**src/hdl/ddwf_pkg.sv**
```systemverilog
// Package for the depth discontinuity window filter.
// Field widths, payload and control structs, register indexes and reset values.
// No dependencies.
package ddwf_pkg;

   localparam int DEPTH_W  = 16;
   localparam int DIM_W    = 11;
   localparam int SCALE_W  = 24;
   localparam int COEF_W   = 16;
   localparam int CNT_W    = 22;
   localparam int WSUM_W   = 37;
   localparam int ZSUM_W   = 53;
   localparam int CSR_IDX_W  = 3;
   localparam int CSR_DATA_W = 24;

   localparam logic [DIM_W-1:0]   FRAME_WIDTH_RST   = 11'd640;
   localparam logic [DIM_W-1:0]   FRAME_HEIGHT_RST  = 11'd480;
   localparam logic [SCALE_W-1:0] DISC_SCALE_RST    = 24'd8389;
   localparam logic [COEF_W-1:0]  WEIGHT_CENTER_RST = 16'd65535;
   localparam logic [COEF_W-1:0]  WEIGHT_ONE_RST    = 16'd39750;
   localparam logic [COEF_W-1:0]  WEIGHT_TWO_RST    = 16'd8869;

   typedef enum logic [CSR_IDX_W-1:0] {
      CSR_FRAME_WIDTH   = 3'd0,
      CSR_FRAME_HEIGHT  = 3'd1,
      CSR_DISC_SCALE    = 3'd2,
      CSR_WEIGHT_CENTER = 3'd3,
      CSR_WEIGHT_ONE    = 3'd4,
      CSR_WEIGHT_TWO    = 3'd5
   } csr_index_type;

   typedef struct packed {
      logic               cmd;
      logic [DEPTH_W-1:0] depth_in;
   } req_payload_type;

   typedef struct packed {
      logic [DEPTH_W-1:0] depth_out;
      logic               frame_last;
   } rsp_payload_type;

   typedef struct packed {
      logic accept;
      logic centre_issue;
      logic raster_issue;
      logic div_start;
      logic out_load;
   } dp_cmd_type;

   typedef struct packed {
      logic go;
      logic pipe_busy;
      logic div_done;
      logic out_free;
   } dp_status_type;

endpackage

```
**src/hdl/ddwf_ctrl.sv**
```systemverilog
// Controller state machine: accept, window walk, drain, divide, output load.
// Uses ddwf_pkg command and status structs.
module ddwf_ctrl #(
   parameter int SPAN = 5
) (
   input  logic                     clock,
   input  logic                     reset,
   input  logic                     req_valid,
   output logic                     req_ready,
   input  ddwf_pkg::dp_status_type  status,
   output ddwf_pkg::dp_cmd_type     cmd
);
   localparam int NI = SPAN * SPAN;
   localparam int CW = $clog2(NI + 1);

   typedef enum logic [2:0] {
      S_IDLE,
      S_CHECK,
      S_GATHER,
      S_DRAIN,
      S_DIV,
      S_OUT
   } state_type;

   state_type     state_ff;
   logic [CW-1:0] cnt_ff;

   always_comb begin
      req_ready        = state_ff == S_IDLE;
      cmd.accept       = req_ready && req_valid;
      cmd.centre_issue = state_ff == S_GATHER && cnt_ff == '0;
      cmd.raster_issue = state_ff == S_GATHER && cnt_ff != '0;
      cmd.div_start    = state_ff == S_DRAIN && !status.pipe_busy;
      cmd.out_load     = state_ff == S_OUT && status.out_free;
   end

   always_ff @(posedge clock) begin
      if (reset) begin
         state_ff <= S_IDLE;
         cnt_ff   <= '0;
      end else begin
         case (state_ff)
            S_IDLE: begin
               if (req_valid) begin
                  state_ff <= S_CHECK;
               end
            end
            S_CHECK: begin
               cnt_ff   <= '0;
               state_ff <= status.go ? S_GATHER : S_IDLE;
            end
            S_GATHER: begin
               cnt_ff <= cnt_ff + CW'(1);
               if (cnt_ff == CW'(NI)) begin
                  state_ff <= S_DRAIN;
               end
            end
            S_DRAIN: begin
               if (!status.pipe_busy) begin
                  state_ff <= S_DIV;
               end
            end
            S_DIV: begin
               if (status.div_done) begin
                  state_ff <= S_OUT;
               end
            end
            S_OUT: begin
               if (status.out_free) begin
                  state_ff <= S_IDLE;
               end
            end
            default: state_ff <= S_IDLE;
         endcase
      end
   end
endmodule
```
**config.mk**
```make
export PLATFORM = sky130hd
export DESIGN_NAME = ddwf_ctrl
export DESIGN_NICKNAME = d
export VERILOG_FILES = /design/src/hdl/ddwf_pkg.sv /design/src/hdl/ddwf_ctrl.sv
export SDC_FILE = /design/constraint.sdc
export NUM_CORES = 1
export LEC_CHECK = 0
export BUFFER_PORTS_ARGS = -buffer_cell sky130_fd_sc_hd__buf_4
export CAP_MARGIN = 10
export CORE_AREA = 3 3 40 42
export DETAILED_ROUTE_END_ITERATION = 8
export DIE_AREA = 0 0 43 45
export RECOVER_POWER = 100
export SLEW_MARGIN = 10
export SYNTH_ARGS = -nofsm -noshare
export SYNTH_HDL_FRONTEND = slang
export SYNTH_SLANG_ARGS = --single-unit
```
**constraint.sdc**
```tcl
create_clock -name clock -period 1.5 [get_ports clock]
set_clock_uncertainty 0.05 [all_clocks]
set_input_delay 0.15 -clock clock [delete_from_list [all_inputs] [get_ports clock]]
set_output_delay 0.15 -clock clock [all_outputs]
set_load 0.05 [all_outputs]
```
==> metrics.yaml <==
route:
  post_drt_wl_per_cell_um: 14.7
  viasPerCell: 5.50
  wl_met3_um: 55
  drc: 0
  wl_um: 1470
  highest_layer: "met4"
  routedLengthMet1_um: 680
  route.vias.total: 550
  ant_nets: 0
  first_pass_iters: 4
  dr_wl_met2_um: 674
  drt-initial-drc-count: 20
cts:
  clock_latency_ns: 0.26
  htreeDepth: 1
  clk_pin_slew_ns: 0.06
  clockBufferDepth: 2
  cts_buffers: 3
  tritoncts: "yes"
  root_buffer: "clkbuf_4"
  ctsHoldBuffers: 0
  cts.sinks: 8
final_layout:
  n_antenna_cell: 0
  synthToLayoutAreaGrowth_pct: 57.4
  n_fill_cell: 113
  mostFrequentLayoutCells: "buf_4 (13), a21oi_1 (6), nand3_1 (5), dfxtp_2 (5), buf_6 (4)"
  nets: 97
  final_common_cell: "buf_4"
  layout-drive-gt1-share: 0.529
  instances_no_fill: 100
  fin_area_um2: 827
place:
  dp_hpwl_um: 969
  place_ws_ns: 0.0725
  place.gp.congestion: 0.700
  placedCellCount: 91
  port_buffers: 12
  place_area_um2: 702
power_and_ir_drop:
  p_sw_uw: 163
  switching_share: 0.301
  intPower_uw: 379
  p_clk_frac: 0.319
  power_frac_comb: 0.270
  p_leak_uw: 0.000330
  seqPwrFrac: 0.410
  ir_drop_uv: 424
  pwr_density_cell_mw_per_mm2: 655
yosys:
  post_synth.cell_area_avg_um2: 8.48
  synth_nets: 72
  synth.yosys.seq_area_share: 0.305
  ys_types: 32
  synth_seq_cells: 8
  syn_area_um2: 526
  synth_edf_count: 0
  synth-async-reset-ratio: 0
  synth_top_flop_cell: "dfxtp_1"
  yosysWarnings: 0
  synth_cells: 62
sta:
  fmax_mhz: 641
  post-route-period-util: 1.04
  finalMaxSlewViolations: 0
  worst_slew_pin_slew_ns: 0.263
  final_hold_viol_count: 0
  setup_viol_count_final: 2
  setup_ws_ns: -0.0607
  min_period_ns: 1.56
  maxSlewHeadroom: 0.825
  grt_setup_unrepaired: "yes"
  hold_ws_ns: 0.0661
die:
  core_area_mm2: 0.00128
  pin_count: 13
  die_w_um: 43
  dieArea_mm2: 0.00194
  die_y_um: 45
  rows: 13
  start_util: 0.409
worst_setup_path:
  worst_r2r_path_depth: 4
  critPathLaunchType: "flop"
  path_class: "reg2out"
  crit_arrival_ns: 1.36
  crit_fanout: 3
  cp-end-kind: "output port"
  crit_required_ns: 1.30
  r2r_slack_ns: 0
hold_path:
  hp-class: "in2reg"
  hold_path_depth: 2
run:
  cap_viol_max_count: 0
outcome:
  failed_checks: "negative setup slack"
  outcome: "finished, violations left"
global_routing:
  grt_pass1_vias: 535
  grt_max_degree: 12
  grt_pass1_wl_um: 2480
  antenna_found_initial: 0
  grtUsageTotal: 0.177
  grt-ovfl-total: 0
## power by group through the flow
stage          clock (uW)  sequential [uW]  combinational (uW)
6_report              173              223                 146
5_1_grt               189              223                 156
4_1_cts               176              221                 143
3_5_place_dp            0              226                 126
3_3_place_gp            0              226                 125
2_1_floorplan           0              225                83.4
## kinds of logic (layout without fill, tap and decap cells)
kind of cell               after synthesis  in the layout  share of synthesized area
AOI/OAI and AO/OA                       15             15                      0.195
adders and majority gates                3              3                     0.0714
buffers and inverters                   10             33                     0.0785
DFF                                      8              8                      0.305
muxes                                    2              2                     0.0476
and+or+nand+nor                         24             24                      0.302
## synth_stat cells (2+ instances only)
| cell | number | area share |
|---|---|---|
| nand3_1 | 5 | 0.048 |
| buf_2 | 3 | 0.029 |
| nor3b_1 | 3 | 0.043 |
| a21oi_1 | 6 | 0.057 |
| a211o_1 | 2 | 0.033 |
| dfxtp_1 | 8 | 0.30 |
| ha_1 | 3 | 0.071 |
| and3_1 | 2 | 0.024 |
| inv_1 | 4 | 0.029 |
| nand2_1 | 3 | 0.021 |
| o21ai_1 | 2 | 0.019 |
## state kept, by name, summed over array words and instances (netlist names)
register,count
cnt_ff,5
state_ff,3
## through the flow
step	total power, uW	utilization	TNS (ns)
detailed placement	352	0.546	0
global route	568	0.644	-0.364
floorplan	308	-	-0.395
CTS	540	0.638	-0.141
finish	542	0.644	-0.104
global placement	350	0.546	0
## worst max-delay path, cell delays in order, from the launching register on
cell	delay [ns]
dfxtp_2	0.34
or3b_4	0.39
nor4_4	0.17
buf_6	0.20
## path summary, 6_finish.rpt
kind	start	end
worst max-delay path	state_ff[0]$_SDFFE_PP0P_	cmd[3]
worst min-delay path	reset	cnt_ff[2]$_SDFFE_PP0P_
worst max register to register	state_ff[0]$_SDFFE_PP0P_	cnt_ff[2]$_SDFFE_PP0P_
worst min register to register	cnt_ff[0]$_SDFFE_PP0P_	cnt_ff[0]$_SDFFE_PP0P_
## area by class of cell
cell class	count	area (um2)	area share
multi-input combinational	44	402	0.486
timing repair buffer	24	195	0.236
sequential	8	166	0.201
clock buffer	3	22.5	0.0272
inverter	6	22.5	0.0272
tap	15	18.8	0.0227
## layer usage
| layer | track usage | vias to the layer above |
|---|---|---|
| li1 | - | 273 |
| met1 | 0.218 | 252 |
| met2 | 0.284 | 19 |
| met3 | 0.0478 | 6 |
| met4 | 0.0904 | 0 |
| met5 | 0 | - |
## what timing repair did
| action | 4_1_cts | 5_1_grt |
|---|---|---|
| setup endpoints to repair | 4 | 6 |
| resized for setup | 16 | 5 |
| pin swaps | 4 | 4 |
| setup buffers | 4 | 1 |
| gates cloned | 0 | 1 |
No activity file was read; power rests on OpenSTA's default activity.
